$ cat config.mk
export PLATFORM = sky130hd
export DESIGN_NAME = uniform_lbp_histogram
export DESIGN_NICKNAME = d
export VERILOG_FILES = /design/src/ulbp_pkg.sv /design/src/ulbp_ram.sv /design/src/ulbp_ctrl.sv /design/src/ulbp_dp.sv /design/src/uniform_lbp_histogram.sv
export SDC_FILE = /design/constraint.sdc
export NUM_CORES = 1
export LEC_CHECK = 0
export BUFFER_PORTS_ARGS = -buffer_cell sky130_fd_sc_hd__buf_2
export CAP_MARGIN = 25
export CELL_PAD_IN_SITES_DETAIL_PLACEMENT = 1
export CELL_PAD_IN_SITES_GLOBAL_PLACEMENT = 1
export CORE_MARGIN = 2
export CORE_UTILIZATION = 30
export CTS_CLUSTER_DIAMETER = 30
export DETAILED_ROUTE_END_ITERATION = 16
export PLACE_DENSITY_LB_ADDON = 0.1
export SKIP_CTS_REPAIR_TIMING = 1
export SYNTH_ARGS = -nofsm -noshare
export SYNTH_HDL_FRONTEND = slang
export SYNTH_SLANG_ARGS = --single-unit
export TNS_END_PERCENT = 10
$ cat constraint.sdc
create_clock -name i_clk -period 10.25 [get_ports i_clk]
set_input_delay 0 -clock i_clk [delete_from_list [all_inputs] [get_ports i_clk]]
set_output_delay 0 -clock i_clk [all_outputs]
set_load 0.01 [all_outputs]
$ cat src/ulbp_pkg.sv
// ----------------------------------------------------------------------------
// ulbp_pkg
// Shared types, constants and the LBP code-to-bin mapping for the uniform
// LBP(8,1) histogram block.
// ----------------------------------------------------------------------------
package ulbp_pkg;

    localparam int PX_W           = 8;
    localparam int NUM_NBR        = 8;
    localparam int NUM_BINS       = 58;
    localparam int TOP_BIN        = 57;
    localparam int BIN_W          = 6;
    localparam int BIN_CODE_W     = 7;
    localparam int OUT_W          = 16;
    localparam int COUNT_BITS_DEF = 16;

    // bin code returned for a non-uniform pattern
    localparam logic [BIN_CODE_W-1:0] BIN_NONUNIFORM = BIN_CODE_W'(NUM_BINS);
    localparam logic [BIN_CODE_W-1:0] BIN_ALL_ONES   = BIN_CODE_W'(TOP_BIN);
    localparam logic [BIN_CODE_W-1:0] BIN_ALL_ZERO   = '0;

    typedef enum logic [1:0] {
        S_IDLE,
        S_UPD,
        S_RD,
        S_LOAD
    } t_state;

    // controller -> datapath
    typedef struct packed {
        logic accept;    // capture window, issue bin read, bump total
        logic upd;       // write incremented bin count
        logic rd_issue;  // readout: read bin at pointer
        logic load;      // readout: fill output register, clear bin
        logic finish;    // readout done: clear window total
    } t_cmd;

    // datapath -> controller
    typedef struct packed {
        logic block_end;
        logic ptr_last;
        logic out_free;
    } t_sts;

    function automatic logic [BIN_CODE_W-1:0] lbp_bin(input logic [NUM_NBR-1:0] code);
        logic [NUM_NBR-1:0] x;
        logic [3:0]         ones;
        logic [3:0]         trans;
        logic [2:0]         start;
        logic [2:0]         ones_m1;
        logic [BIN_CODE_W-1:0] res;
        x     = code ^ {code[NUM_NBR-2:0], code[NUM_NBR-1]};
        ones  = '0;
        trans = '0;
        start = '0;
        for (int i = 0; i < NUM_NBR; i++) begin
            ones  = ones + 4'(code[i]);
            trans = trans + 4'(x[i]);
            if (code[i] && !code[(i + NUM_NBR - 1) % NUM_NBR]) begin
                start = 3'(i);
            end
        end
        ones_m1 = ones[2:0] - 3'd1;
        if (code == '0) begin
            res = BIN_ALL_ZERO;
        end else if (code == '1) begin
            res = BIN_ALL_ONES;
        end else if (trans != 4'd2) begin
            res = BIN_NONUNIFORM;
        end else begin
            res = {1'b0, ones_m1, start} + BIN_CODE_W'(1);
        end
        return res;
    endfunction

endpackage

$ cat src/ulbp_ram.sv
// ----------------------------------------------------------------------------
// ulbp_ram
// Generic single-port-write, single-port-read RAM with registered read data.
// ----------------------------------------------------------------------------
module ulbp_ram #(
    parameter int WIDTH = 16,
    parameter int DEPTH = 58
) (
    input  logic                     i_clk,
    input  logic                     i_we,
    input  logic [$clog2(DEPTH)-1:0] i_waddr,
    input  logic [WIDTH-1:0]         i_wdata,
    input  logic                     i_re,
    input  logic [$clog2(DEPTH)-1:0] i_raddr,
    output logic [WIDTH-1:0]         o_rdata
);

    logic [WIDTH-1:0] r_mem [DEPTH];
    logic [WIDTH-1:0] r_rdata;

    always_ff @(posedge i_clk) begin
        if (i_we) begin
            r_mem[i_waddr] <= i_wdata;
        end
        if (i_re) begin
            r_rdata <= r_mem[i_raddr];
        end
    end

    assign o_rdata = r_rdata;

endmodule

$ cat src/ulbp_ctrl.sv
// ----------------------------------------------------------------------------
// ulbp_ctrl
// Sequencer: per-window read-modify-write of one bin, then the 58-bin
// readout walk when the window closes a block.
// ----------------------------------------------------------------------------
module ulbp_ctrl (
    input  logic            i_clk,
    input  logic            i_rst_n,
    input  logic            i_in_valid,
    input  ulbp_pkg::t_sts  i_sts,
    output logic            o_in_ready,
    output ulbp_pkg::t_cmd  o_cmd
);

    ulbp_pkg::t_state r_state;
    ulbp_pkg::t_state n_state;

    always_ff @(posedge i_clk) begin
        if (!i_rst_n) begin
            r_state <= ulbp_pkg::S_IDLE;
        end else begin
            r_state <= n_state;
        end
    end

    always_comb begin
        n_state    = r_state;
        o_cmd      = '0;
        o_in_ready = 1'b0;
        case (r_state)
            ulbp_pkg::S_IDLE: begin
                o_in_ready = 1'b1;
                if (i_in_valid) begin
                    o_cmd.accept = 1'b1;
                    n_state      = ulbp_pkg::S_UPD;
                end
            end
            ulbp_pkg::S_UPD: begin
                o_cmd.upd = 1'b1;
                n_state   = i_sts.block_end ? ulbp_pkg::S_RD : ulbp_pkg::S_IDLE;
            end
            ulbp_pkg::S_RD: begin
                // only fetch once the output register will be empty
                if (i_sts.out_free) begin
                    o_cmd.rd_issue = 1'b1;
                    n_state        = ulbp_pkg::S_LOAD;
                end
            end
            ulbp_pkg::S_LOAD: begin
                o_cmd.load = 1'b1;
                if (i_sts.ptr_last) begin
                    o_cmd.finish = 1'b1;
                    n_state      = ulbp_pkg::S_IDLE;
                end else begin
                    n_state = ulbp_pkg::S_RD;
                end
            end
            default: begin
                n_state = ulbp_pkg::S_IDLE;
            end
        endcase
    end

endmodule

$ cat src/ulbp_dp.sv
// ----------------------------------------------------------------------------
// ulbp_dp
// Datapath: LBP code and bin mapping, bin count RAM with valid bits,
// saturating counters, readout pointer and output register.
// ----------------------------------------------------------------------------
module ulbp_dp #(
    parameter int COUNT_BITS = ulbp_pkg::COUNT_BITS_DEF
) (
    input  logic                                                 i_clk,
    input  logic                                                 i_rst_n,
    input  ulbp_pkg::t_cmd                                       i_cmd,
    output ulbp_pkg::t_sts                                       o_sts,
    input  logic [ulbp_pkg::PX_W-1:0]                            i_center_px,
    input  logic [ulbp_pkg::NUM_NBR-1:0][ulbp_pkg::PX_W-1:0]     i_nbr_px,
    input  logic                                                 i_block_end,
    input  logic                                                 i_out_stall,
    output logic                                                 o_out_valid,
    output logic [ulbp_pkg::BIN_W-1:0]                           o_bin_index,
    output logic [ulbp_pkg::OUT_W-1:0]                           o_bin_count,
    output logic [ulbp_pkg::OUT_W-1:0]                           o_window_total,
    output logic                                                 o_last_bin
);

    localparam logic [ulbp_pkg::BIN_W-1:0] PTR_LAST = ulbp_pkg::BIN_W'(ulbp_pkg::TOP_BIN);

    function automatic logic [COUNT_BITS-1:0] sat_inc(input logic [COUNT_BITS-1:0] v);
        return (&v) ? v : v + COUNT_BITS'(1);
    endfunction

    function automatic logic [ulbp_pkg::OUT_W-1:0] sat_out(input logic [COUNT_BITS-1:0] v);
        logic [31:0] ext;
        ext = 32'(v);
        return (ext > 32'(16'hFFFF)) ? '1 : ext[ulbp_pkg::OUT_W-1:0];
    endfunction

    logic [ulbp_pkg::NUM_NBR-1:0]    code;
    logic [ulbp_pkg::BIN_CODE_W-1:0] bin_code;
    logic                            uni;
    logic [ulbp_pkg::BIN_W-1:0]      bin_addr;

    logic [ulbp_pkg::BIN_W-1:0]      r_bin;
    logic                            r_uni;
    logic                            r_end;
    logic                            r_hit;
    logic [ulbp_pkg::NUM_BINS-1:0]   r_valid;
    logic [COUNT_BITS-1:0]           r_wcnt;
    logic [ulbp_pkg::BIN_W-1:0]      r_ptr;
    logic                            r_out_valid;
    logic [ulbp_pkg::BIN_W-1:0]      r_out_idx;
    logic [ulbp_pkg::OUT_W-1:0]      r_out_cnt;
    logic [ulbp_pkg::OUT_W-1:0]      r_out_tot;
    logic                            r_out_last;

    logic                            ram_re;
    logic [ulbp_pkg::BIN_W-1:0]      ram_raddr;
    logic [COUNT_BITS-1:0]           ram_rdata;
    logic [COUNT_BITS-1:0]           cur_cnt;

    always_comb begin
        for (int i = 0; i < ulbp_pkg::NUM_NBR; i++) begin
            code[i] = i_nbr_px[i] > i_center_px;
        end
    end

    assign bin_code = ulbp_pkg::lbp_bin(code);
    assign uni      = bin_code != ulbp_pkg::BIN_NONUNIFORM;
    // non-uniform codes never write the store; park the address at 0
    assign bin_addr = uni ? bin_code[ulbp_pkg::BIN_W-1:0] : '0;

    assign ram_re    = i_cmd.accept | i_cmd.rd_issue;
    assign ram_raddr = i_cmd.rd_issue ? r_ptr : bin_addr;
    assign cur_cnt   = r_hit ? ram_rdata : '0;

    ulbp_ram #(
        .WIDTH (COUNT_BITS),
        .DEPTH (ulbp_pkg::NUM_BINS)
    ) u_ram (
        .i_clk   (i_clk),
        .i_we    (i_cmd.upd & r_uni),
        .i_waddr (r_bin),
        .i_wdata (sat_inc(cur_cnt)),
        .i_re    (ram_re),
        .i_raddr (ram_raddr),
        .o_rdata (ram_rdata)
    );

    always_ff @(posedge i_clk) begin
        if (i_cmd.accept) begin
            r_bin <= bin_addr;
            r_uni <= uni;
            r_end <= i_block_end;
        end
        // an entry never written since reset or readout reads as zero
        if (ram_re) begin
            r_hit <= r_valid[ram_raddr];
        end
        if (i_cmd.load) begin
            r_out_idx  <= r_ptr;
            r_out_cnt  <= sat_out(cur_cnt);
            r_out_tot  <= sat_out(r_wcnt);
            r_out_last <= r_ptr == PTR_LAST;
        end
    end

    always_ff @(posedge i_clk) begin
        if (!i_rst_n) begin
            r_valid     <= '0;
            r_wcnt      <= '0;
            r_ptr       <= '0;
            r_out_valid <= 1'b0;
        end else begin
            if (i_cmd.upd && r_uni) begin
                r_valid[r_bin] <= 1'b1;
            end else if (i_cmd.load) begin
                r_valid[r_ptr] <= 1'b0;
            end
            if (i_cmd.accept) begin
                r_wcnt <= sat_inc(r_wcnt);
            end else if (i_cmd.finish) begin
                r_wcnt <= '0;
            end
            if (i_cmd.load) begin
                r_ptr <= (r_ptr == PTR_LAST) ? '0 : r_ptr + ulbp_pkg::BIN_W'(1);
            end
            if (i_cmd.load) begin
                r_out_valid <= 1'b1;
            end else if (!i_out_stall) begin
                r_out_valid <= 1'b0;
            end
        end
    end

    assign o_sts.block_end = r_end;
    assign o_sts.ptr_last  = r_ptr == PTR_LAST;
    assign o_sts.out_free  = !r_out_valid || !i_out_stall;

    assign o_out_valid    = r_out_valid;
    assign o_bin_index    = r_out_idx;
    assign o_bin_count    = r_out_cnt;
    assign o_window_total = r_out_tot;
    assign o_last_bin     = r_out_last;

    a_ptr_range: assert property (@(posedge i_clk) disable iff (!i_rst_n)
        r_ptr <= PTR_LAST)
        else $error("readout pointer out of range");

    a_load_empty: assert property (@(posedge i_clk) disable iff (!i_rst_n)
        i_cmd.load |-> !r_out_valid)
        else $error("output register overwritten while holding a bin");

    a_finish_last: assert property (@(posedge i_clk) disable iff (!i_rst_n)
        i_cmd.load && (r_ptr == PTR_LAST) |=> (r_wcnt == '0) && (r_valid == '0))
        else $error("histogram not cleared after readout");

    a_last_flag: assert property (@(posedge i_clk) disable iff (!i_rst_n)
        i_cmd.load |=> (r_out_last == (r_out_idx == PTR_LAST)))
        else $error("last-bin flag out of step with bin index");

endmodule

$ cat src/uniform_lbp_histogram.sv
// ----------------------------------------------------------------------------
// uniform_lbp_histogram
// Uniform LBP(8,1) histogram over 3x3 windows with 58-bin readout per block.
//
//  channel | valid        | stall        | payload
//  --------+--------------+--------------+-------------------------------------
//  window  | i_in_valid   | o_in_stall   | i_center_px, 8 neighbors, i_block_end
//  bin     | o_out_valid  | i_out_stall  | o_bin_index, o_bin_count,
//          |              |              | o_window_total, o_last_bin
//
// A window is a bin read from the count RAM, then write-back.
// A block-ending window adds a readout of 58 bins, one RAM read per bin.
// Reset clears the bin valid bits and window total at once; no clearing pass.
// Intake stalls during update and readout; output stalls hold the readout.
// ----------------------------------------------------------------------------
module uniform_lbp_histogram #(
    parameter int COUNT_BITS = ulbp_pkg::COUNT_BITS_DEF
) (
    input  logic                            i_clk,
    input  logic                            i_rst_n,
    input  logic                            i_in_valid,
    output logic                            o_in_stall,
    input  logic [ulbp_pkg::PX_W-1:0]       i_center_px,
    input  logic [ulbp_pkg::PX_W-1:0]       i_up_left_px,
    input  logic [ulbp_pkg::PX_W-1:0]       i_up_px,
    input  logic [ulbp_pkg::PX_W-1:0]       i_up_right_px,
    input  logic [ulbp_pkg::PX_W-1:0]       i_right_px,
    input  logic [ulbp_pkg::PX_W-1:0]       i_down_right_px,
    input  logic [ulbp_pkg::PX_W-1:0]       i_down_px,
    input  logic [ulbp_pkg::PX_W-1:0]       i_down_left_px,
    input  logic [ulbp_pkg::PX_W-1:0]       i_left_px,
    input  logic                            i_block_end,
    output logic                            o_out_valid,
    input  logic                            i_out_stall,
    output logic [ulbp_pkg::BIN_W-1:0]      o_bin_index,
    output logic [ulbp_pkg::OUT_W-1:0]      o_bin_count,
    output logic [ulbp_pkg::OUT_W-1:0]      o_window_total,
    output logic                            o_last_bin
);

    ulbp_pkg::t_cmd cmd;
    ulbp_pkg::t_sts sts;
    logic           in_ready;
    logic [ulbp_pkg::NUM_NBR-1:0][ulbp_pkg::PX_W-1:0] nbr_px;

    // index = LBP code bit position
    assign nbr_px = {i_left_px, i_down_left_px, i_down_px, i_down_right_px,
                     i_right_px, i_up_right_px, i_up_px, i_up_left_px};

    assign o_in_stall = !in_ready;

    ulbp_ctrl u_ctrl (
        .i_clk      (i_clk),
        .i_rst_n    (i_rst_n),
        .i_in_valid (i_in_valid),
        .i_sts      (sts),
        .o_in_ready (in_ready),
        .o_cmd      (cmd)
    );

    ulbp_dp #(
        .COUNT_BITS (COUNT_BITS)
    ) u_dp (
        .i_clk          (i_clk),
        .i_rst_n        (i_rst_n),
        .i_cmd          (cmd),
        .o_sts          (sts),
        .i_center_px    (i_center_px),
        .i_nbr_px       (nbr_px),
        .i_block_end    (i_block_end),
        .i_out_stall    (i_out_stall),
        .o_out_valid    (o_out_valid),
        .o_bin_index    (o_bin_index),
        .o_bin_count    (o_bin_count),
        .o_window_total (o_window_total),
        .o_last_bin     (o_last_bin)
    );

endmodule
==> results of run 1 <==
kinds of logic after synthesis:
family | Yosys count | share of synthesized area [%]
AOI/OAI and AO/OA | 609 | 9.40
xor gates and xnor gates | 40 | 0.781
adders and majority gates | 97 | 2.82
buffers and inverters | 251 | 2.41
DFF | 1075 | 70.1
muxes | 69 | 2.45
and+or+nand+nor | 1234 | 12.0
metrics by stage:
step           setup slack [ns]  utilization (%)  hold slack, ns  cell area, µm²
6_report                   2.32             39.4           0.351           58300
3_5_place_dp               1.37             32.8           0.216           48600
3_3_place_gp               1.29             32.7           0.214           48500
2_1_floorplan              3.68                -          0.0989           44900
4_1_cts                    2.29             39.3          -0.710           58200
5_1_grt                    1.55             39.4           0.378           58300
layout make-up:
type                    instances  area share [%]
clock buffers                 348            13.3
repair buffers                255            3.31
diodes                          3          0.0129
flip-flops and latches       1075            53.9
multi-input cells            2049            21.8
inverters                      53           0.341
clock inverters               155            3.18
well taps                    1930            4.14
path summary, 6_finish.rpt:
check                            endpoint  slack, ns  cells after the start
hold reg to reg    u_dp.o_window_total[8]       0.49                      0
setup reg to reg  u_dp.u_ram.r_mem[36][9]       5.62                     12
hold / removal              u_dp.r_bin[2]       0.35                      7
setup / recovery    u_dp.u_ram.o_rdata[8]       2.32                     32
Yosys cell counts, drive strengths merged (21+ instances only):
cell      n  share of area [%]
and3     21               0.29
and2     22               0.31
nand3   259                2.9
nand4    24               0.33
mux4     32                1.6
nand2   698                5.8
xnor2    21               0.41
o21ai    33               0.38
edfxtp  992                 66
ha       90                2.5
a22o     46               0.90
nor3     32               0.46
buf      81               0.98
inv      52               0.44
a21oi   276                3.1
nor2    119                1.0
mux2i    32               0.71
dfxtp    83                3.7
o221a    58                1.5
a22oi    47               0.79
clkbuf  117               0.98
a32oi    32               0.62
worst min-delay path, delay by kind of cell:
| family | cells | cell delay, ns |
|---|---|---|
| mux | 1 | 0.25 |
| buf+inv | 1 | 0.09 |
| fa+ha+maj | 1 | 0.18 |
| compound gates | 1 | 0.16 |
| xor+xnor | 1 | 0.17 |
| simple gates | 2 | 0.21 |
registers in the layout (all words and copies together), names as in the netlist, 2 cells and up:
signal / cells
u_dp.o_window_total: 16
u_dp.r_valid: 58
u_dp.r_bin: 6
u_dp.u_ram.o_rdata: 16
u_dp.o_bin_count: 16
u_dp.r_ptr: 6
u_dp.r_wcnt: 16
u_ctrl.r_state: 2
u_dp.u_ram.r_mem: 928
u_dp.o_bin_index: 6
metal layers:
layer	up-vias	track usage, %
met1	16013	27.6
met3	277	4.00
met2	867	36.3
met5	-	0
li1	13489	-
met4	2	7.55
==> results.cfg, run 1 <==
[global_route]
grt-ovfl-total = 0
grt_pass1_vias = 33081
grt_max_degree = 115
grt_usage_pct = 21.5
antenna_found_initial = 10
grt_pass1_wl_mm = 237

[synth]
syn_inst = 3375
ys_seq_area_share_pct = 70.1
synth_area_um2 = 44900
ys_warn_count = 0
avgSynthCellArea_um2 = 13.3
synth_edf_count = 992
synth_ff_type = edfxtp_1
synth_cell_type_count = 72
async_reset_ff_share_pct = 0
syn_nets = 3549
synth_seq_cells = 1075

[timing]
slew_violations = 0
min_period_ns = 7.93
finalCritPeriodShare_pct = 77.3
grt_setup_unrepaired = no
max_freq_mhz = 126
hold_violations = 0
setup-violations-final = 0
tns_ns = 0
slew_headroom_pct = 30.9
finalClockSkew_ns = 0.0467
tightest_slew_ns = 1.04

[critical_path]
critPathLaunch = i_center_px[1]
crit_buf_inv = 7
arrival_ns = 8.65
criticalPathCategory = primary input to flop
slowest_stage = o31a_2
cpLargestDelayFamily = compound AO/OA/AOI/OAI gates
endpoint_kind = flop
critPathMaxFanout = 55
slowest_delay_ns = 0.66
start_kind = primary input
required_ns = 10.97
regToRegStartpoint = u_dp.r_hit

[layout]
area_delta_synth_final_pct = 30.0
nFillCells = 15132
mostFrequentLayoutCells = edfxtp_1 (992), nand2_1 (695), clkbuf_16 (300), a21oi_1 (276), nand3_1 (259)
final_common_cell = edfxtp_1
final_nets = 3901
multi_input_area_um2 = 12700
layout.cells.non_filler = 5868
layout-drive-gt1-share_pct = 22.1
layout.area.seq_um2 = 31500

[clocking]
cts_buffer_depth = 4
numCtsBuffers = 293
cts_root_buffer = clkbuf_16
clock_latency_ns = 0.89
clkTransAtPathRegs_ns = 0.04
htree_levels = 5
cts_tree = yes
cts.sinks = 1075

[run_status]
outcome = finished clean

[detailed_routing]
top_layer = met5
route.detailed.drc = 0
dr.pass1.iters = 5
first_iter_violations = 1954
met2_length_mm = 80.5
num_vias = 30648
totalWireLength_mm = 164
via_per_inst = 5.22
wl_per_cell_um = 28.0
wl_met3_mm = 7.79
drtAntennaViolNets = 0
wl_met1_mm = 71.2

[placement]
portBuffers = 117
dp.final_hpwl_mm = 101
gp_congestion = 0.824
dp_cells = 5355

[floorplan]
core_um2 = 148000
io_pins = 118
die_area_um2 = 153000
die-height_um = 391
rows = 141
die_x_um = 391
initial_core_util_pct = 30.3

[min_path]
min_path_type = primary input to flop
min_from = i_down_right_px[7]

[job]
drv_cap = 0
Power of run 1 is left out: the tool's default activity adds up to more than one toggle a clock period on the data nets, which glitch-free logic cannot reach.
==> run 2, diff against run 1 <==
==> constraint.sdc (replaced) <==
create_clock -name i_clk -period 8.3 [get_ports i_clk]
set_input_delay 0 -clock i_clk [delete_from_list [all_inputs] [get_ports i_clk]]
set_output_delay 0 -clock i_clk [all_outputs]
set_load 0.01 [all_outputs]
==> run 2 against run 1 <==
Compared with the run above: critical path depth up 1; register-to-register slack worse by 1.8 ns; via count about the same; clock skew up 0.020 ns; count of clock-buffer cells in the layout up 13; sequential cell count unchanged; cell area up 1.5%; utilization up 0.59 points; critical path type unchanged; highest routed layer is now met4.
==> results.cfg, run 2 (synthesis results as in run 1) <==
[run_status]
outcome = finished clean

[layout]
mostFrequentLayoutCells = edfxtp_1 (992), nand2_1 (695), clkbuf_16 (309), a21oi_1 (276), nand3_1 (259)
layout-drive-gt1-share_pct = 23.7
layout.area.seq_um2 = 31500
multi_input_area_um2 = 12700
regMostFlops = u_dp.u_ram.r_mem
final_nets = 3977
nFillCells = 15216
area_delta_synth_final_pct = 31.9
reg.largest.list = u_dp.u_ram.r_mem: 928 flops, u_dp.r_valid: 58 flops
final_common_cell = edfxtp_1
largest_register_ffs = 928

[timing]
tns_ns = 0
tightest_slew_ns = 0.983
min_period_ns = 7.21
finalCritPeriodShare_pct = 86.8
slew_violations = 0
max_freq_mhz = 139
slew_headroom_pct = 34.5
hold_violations = 0
grt_setup_unrepaired = no
setup-violations-final = 0
worst_slack_ns = 1.09
finalClockSkew_ns = 0.0666

[detailed_routing]
num_vias = 30632
route.detailed.drc = 0
wl_per_cell_um = 26.3
first_iter_violations = 1894
totalWireLength_mm = 157
via_per_inst = 5.15
drtAntennaViolNets = 0
dr.pass1.iters = 5

[critical_path]
start_kind = primary input
critPathMaxFanout = 16
crit_top_cell = inv_1
rrSetupSlack_ns = 3.83
slowest_delay_ns = 0.60
required_ns = 8.93
endpoint_kind = flop
slowest_stage = o22ai_1
criticalPathCategory = primary input to flop
arrival_ns = 7.84

[global_route]
grt_pass1_vias = 33580
grt-ovfl-total = 0
grt_max_degree = 69
grt_pass1_wl_mm = 230
antenna_found_initial = 1
grt_usage_pct = 20.6

[placement]
portBuffers = 117
dp.final_hpwl_mm = 97.0
gp_congestion = 0.812
placement.setup.worst_slack_ns = 0.153

[clocking]
cts_buffer_depth = 4
cts_tree = yes
numCtsBuffers = 299
cts.sinks = 1075
htree_levels = 5
cts_root_buffer = clkbuf_16
clock_latency_ns = 0.90
clkTransAtPathRegs_ns = 0.04

[floorplan]
rows = 141
io_pins = 118
die_x_um = 391
initial_core_util_pct = 30.3
core_um2 = 148000
die-height_um = 391
die_area_um2 = 153000

[job]
drv_cap = 0

[min_path]
min_path_type = primary input to flop
run 2: cell types whose count changed in the layout (fill, tap and decap cells not counted), moves of 4 or more:
cell / previous run / this run
buf_12: 16 / 27
buf_4: 108 / 171
clkbuf_16: 300 / 309
clkinv_4: 5 / 11
clkinvlp_4: 16 / 12
nor2_2: 46 / 41
nor2_4: 6 / 10
run 2: metal layers:
metal	up-vias	part of all wire (%)	global-route usage, %
met5	-	0	0
met4	0	2.1	5.97
met3	229	4.4	3.94
met2	715	49	35.1
met1	16030	44	26.5
li1	13658	-	-
run 2: path summary, 6_finish.rpt:
kind / startpoint / end / cells after the start
setup reg to reg: u_dp.r_hit / u_dp.u_ram.r_mem[46][15] / 13
setup / recovery: i_center_px[1] / u_dp.u_ram.o_rdata[11] / 33
hold / removal: i_up_right_px[7] / u_dp.r_bin[2] / 7
hold reg to reg: u_dp.r_wcnt[5] / u_dp.o_window_total[5] / 0
run 2: critical path: cells and delay by family:
kind	cells	cell delay, ns
compound gates	10	2.79
fa+ha+maj	7	2.44
buf+inv	9	0.99
simple gates	7	1.59
run 2: final cells by class:
type,instances,area share (%)
inverter,53,0.336
tap,1930,4.08
sequential,1075,53.1
clock inverter,157,3.18
antenna,1,0.00423
multi-input combinational,2049,21.5
timing repair buffer,325,4.27
clock buffer,361,13.5
run 2: per-stage QoR:
stage          util [%]  std cells  hold WS (ns)  instance area (µm²)
3_3_place_gp       33.2       5422         0.222                49200
2_1_floorplan         -       3375        0.0989                44900
4_1_cts            39.9       5943        -0.684                59100
5_1_grt            39.9       5950         0.422                59200
6_report           39.9       5951         0.383                59200
3_5_place_dp       33.2       5425         0.217                49200
Power of run 2 is left out for the same reason.
==> run 3, diff against run 2 <==
--- a/config.mk
+++ b/config.mk
@@ -7,13 +7,10 @@
 export LEC_CHECK = 0
 export BUFFER_PORTS_ARGS = -buffer_cell sky130_fd_sc_hd__buf_2
 export CAP_MARGIN = 25
-export CELL_PAD_IN_SITES_DETAIL_PLACEMENT = 1
-export CELL_PAD_IN_SITES_GLOBAL_PLACEMENT = 1
 export CORE_MARGIN = 2
 export CORE_UTILIZATION = 30
 export CTS_CLUSTER_DIAMETER = 30
 export DETAILED_ROUTE_END_ITERATION = 16
-export PLACE_DENSITY_LB_ADDON = 0.1
 export SKIP_CTS_REPAIR_TIMING = 1
 export SYNTH_ARGS = -nofsm -noshare
 export SYNTH_HDL_FRONTEND = slang
==> run 3 against run 2 <==
Compared with the run above: register-to-register slack better by 0.17 ns; sequential cell count is the same; critical endpoint is now u_dp.u_ram.o_rdata[13]; setup slack got worse by 0.12 ns; first-iteration DRC count is 89% higher; clock skew is 0.021 ns lower.
==> results.cfg, run 3 (synthesis results as in run 1) <==
[run_status]
outcome = finished clean

[layout]
post-route-cell-area_um2 = 55900
layout.cells.non_filler = 5775
regMostFlops = u_dp.u_ram.r_mem
nFillCells = 13914
area_delta_synth_final_pct = 24.5
final_common_cell = edfxtp_1
mostFrequentLayoutCells = edfxtp_1 (992), nand2_1 (696), a21oi_1 (276), nand3_1 (259), clkbuf_16 (198)
layout.area.seq_um2 = 31500
largest_register_ffs = 928
reg.largest.list = u_dp.u_ram.r_mem: 928 flops, u_dp.r_valid: 58 flops
final_nets = 3844
layout-drive-gt1-share_pct = 20.6
multi_input_area_um2 = 12600

[detailed_routing]
first_iter_violations = 3581
dr.pass1.iters = 6
drtAntennaViolNets = 0
wl_per_cell_um = 22.6
num_vias = 30017
totalWireLength_mm = 131
route.detailed.drc = 0
via_per_inst = 5.20

[timing]
slew_violations = 0
tightest_slew_ns = 1.03
slew_headroom_pct = 31.6
hold-worst-slack_ns = 0.346
finalCritPeriodShare_pct = 88.3
finalClockSkew_ns = 0.0460
hold_violations = 0
grt_setup_unrepaired = no
tns_ns = 0
setup-violations-final = 0
max_freq_mhz = 136
min_period_ns = 7.33

[floorplan]
die_x_um = 391
core_um2 = 148000
die-height_um = 391
initial_core_util_pct = 30.3
die_area_um2 = 153000
io_pins = 118
rows = 141

[global_route]
grt_pass1_wl_mm = 193
grt_usage_pct = 16.9
grt_max_degree = 85
antenna_found_initial = 3
grt_pass1_vias = 29332
grt-ovfl-total = 0

[clocking]
cts_root_buffer = clkbuf_16
clock_latency_ns = 0.80
htree_levels = 4
numCtsBuffers = 196
clkTransAtPathRegs_ns = 0.05
cts.sinks = 1075
cts_buffer_depth = 3
cts_tree = yes

[placement]
dp.final_hpwl_mm = 80.0
portBuffers = 117
gp_congestion = 0.876
placed_area_um2 = 48900
dp_cells = 5395

[min_path]
min_path_type = primary input to flop

[job]
drv_cap = 0

[critical_path]
required_ns = 8.94
endpoint_kind = flop
start_kind = primary input
critPathMaxFanout = 38
arrival_ns = 7.97
criticalPathCategory = primary input to flop
crit_top_cell = inv_1
slowest_stage = fa_1
slowest_delay_ns = 0.55
## run 3: cell count changes in the layout (fill, tap and decap cells not counted), sizes merged
cell      change
clkinvlp      +9
clkinv       -17
buf          -30
diode         +1
clkbuf      -139
bufinv       -12
inv          +12
## run 3: final cells by class
class                           count  area share, %
Tap cell                         1930           4.32
Timing Repair Buffer              295           4.17
Inverter                           53          0.356
Multi-Input combinational cell   2049           22.6
Antenna cell                        2        0.00896
Sequential cell                  1075           56.3
Clock inverter                    149           3.19
Clock buffer                      222           9.07
## run 3: path summary, 6_finish.rpt
check	startpoint	end	slack (ns)	cells past startpoint
max	i_center_px[1]	u_dp.u_ram.o_rdata[13]	0.97	33
min	i_in_valid	u_dp.r_wcnt[0]	0.35	6
max reg2reg	u_dp.r_hit	u_dp.u_ram.r_mem[28][11]	4.00	13
min reg2reg	u_dp.r_wcnt[8]	u_dp.o_window_total[8]	0.48	0
## run 3: metrics by stage
| stage | utilization, % | setup slack [ns] |
|---|---|---|
| 2_1_floorplan | - | 1.73 |
| 3_3_place_gp | 32.9 | 0.228 |
| 3_5_place_dp | 33.0 | 0.245 |
| 4_1_cts | 37.6 | 1.09 |
| 5_1_grt | 37.7 | 0.466 |
| 6_report | 37.7 | 0.974 |
## run 3: per-layer routing
| metal | share of wire, % | vias to the layer above | wire length (µm) | GRT usage, % |
|---|---|---|---|---|
| met5 | 0 | - | 0 | 0 |
| met4 | 3.5 | 0 | 4520 | 6.89 |
| met3 | 7.6 | 267 | 9900 | 3.48 |
| met2 | 47 | 1313 | 62000 | 27.3 |
| met1 | 41 | 15101 | 54100 | 22.2 |
| li1 | - | 13336 | - | - |
## run 3: critical path: cells and delay by family
kind | cells | cell delay [ns]
buffers and inverters | 9 | 1.32
muxes | 1 | 0.11
adders and majority gates | 7 | 2.57
AOI/OAI and AO/OA | 10 | 2.74
and+or+nand+nor | 6 | 1.20
Power of run 3 is left out for the same reason.
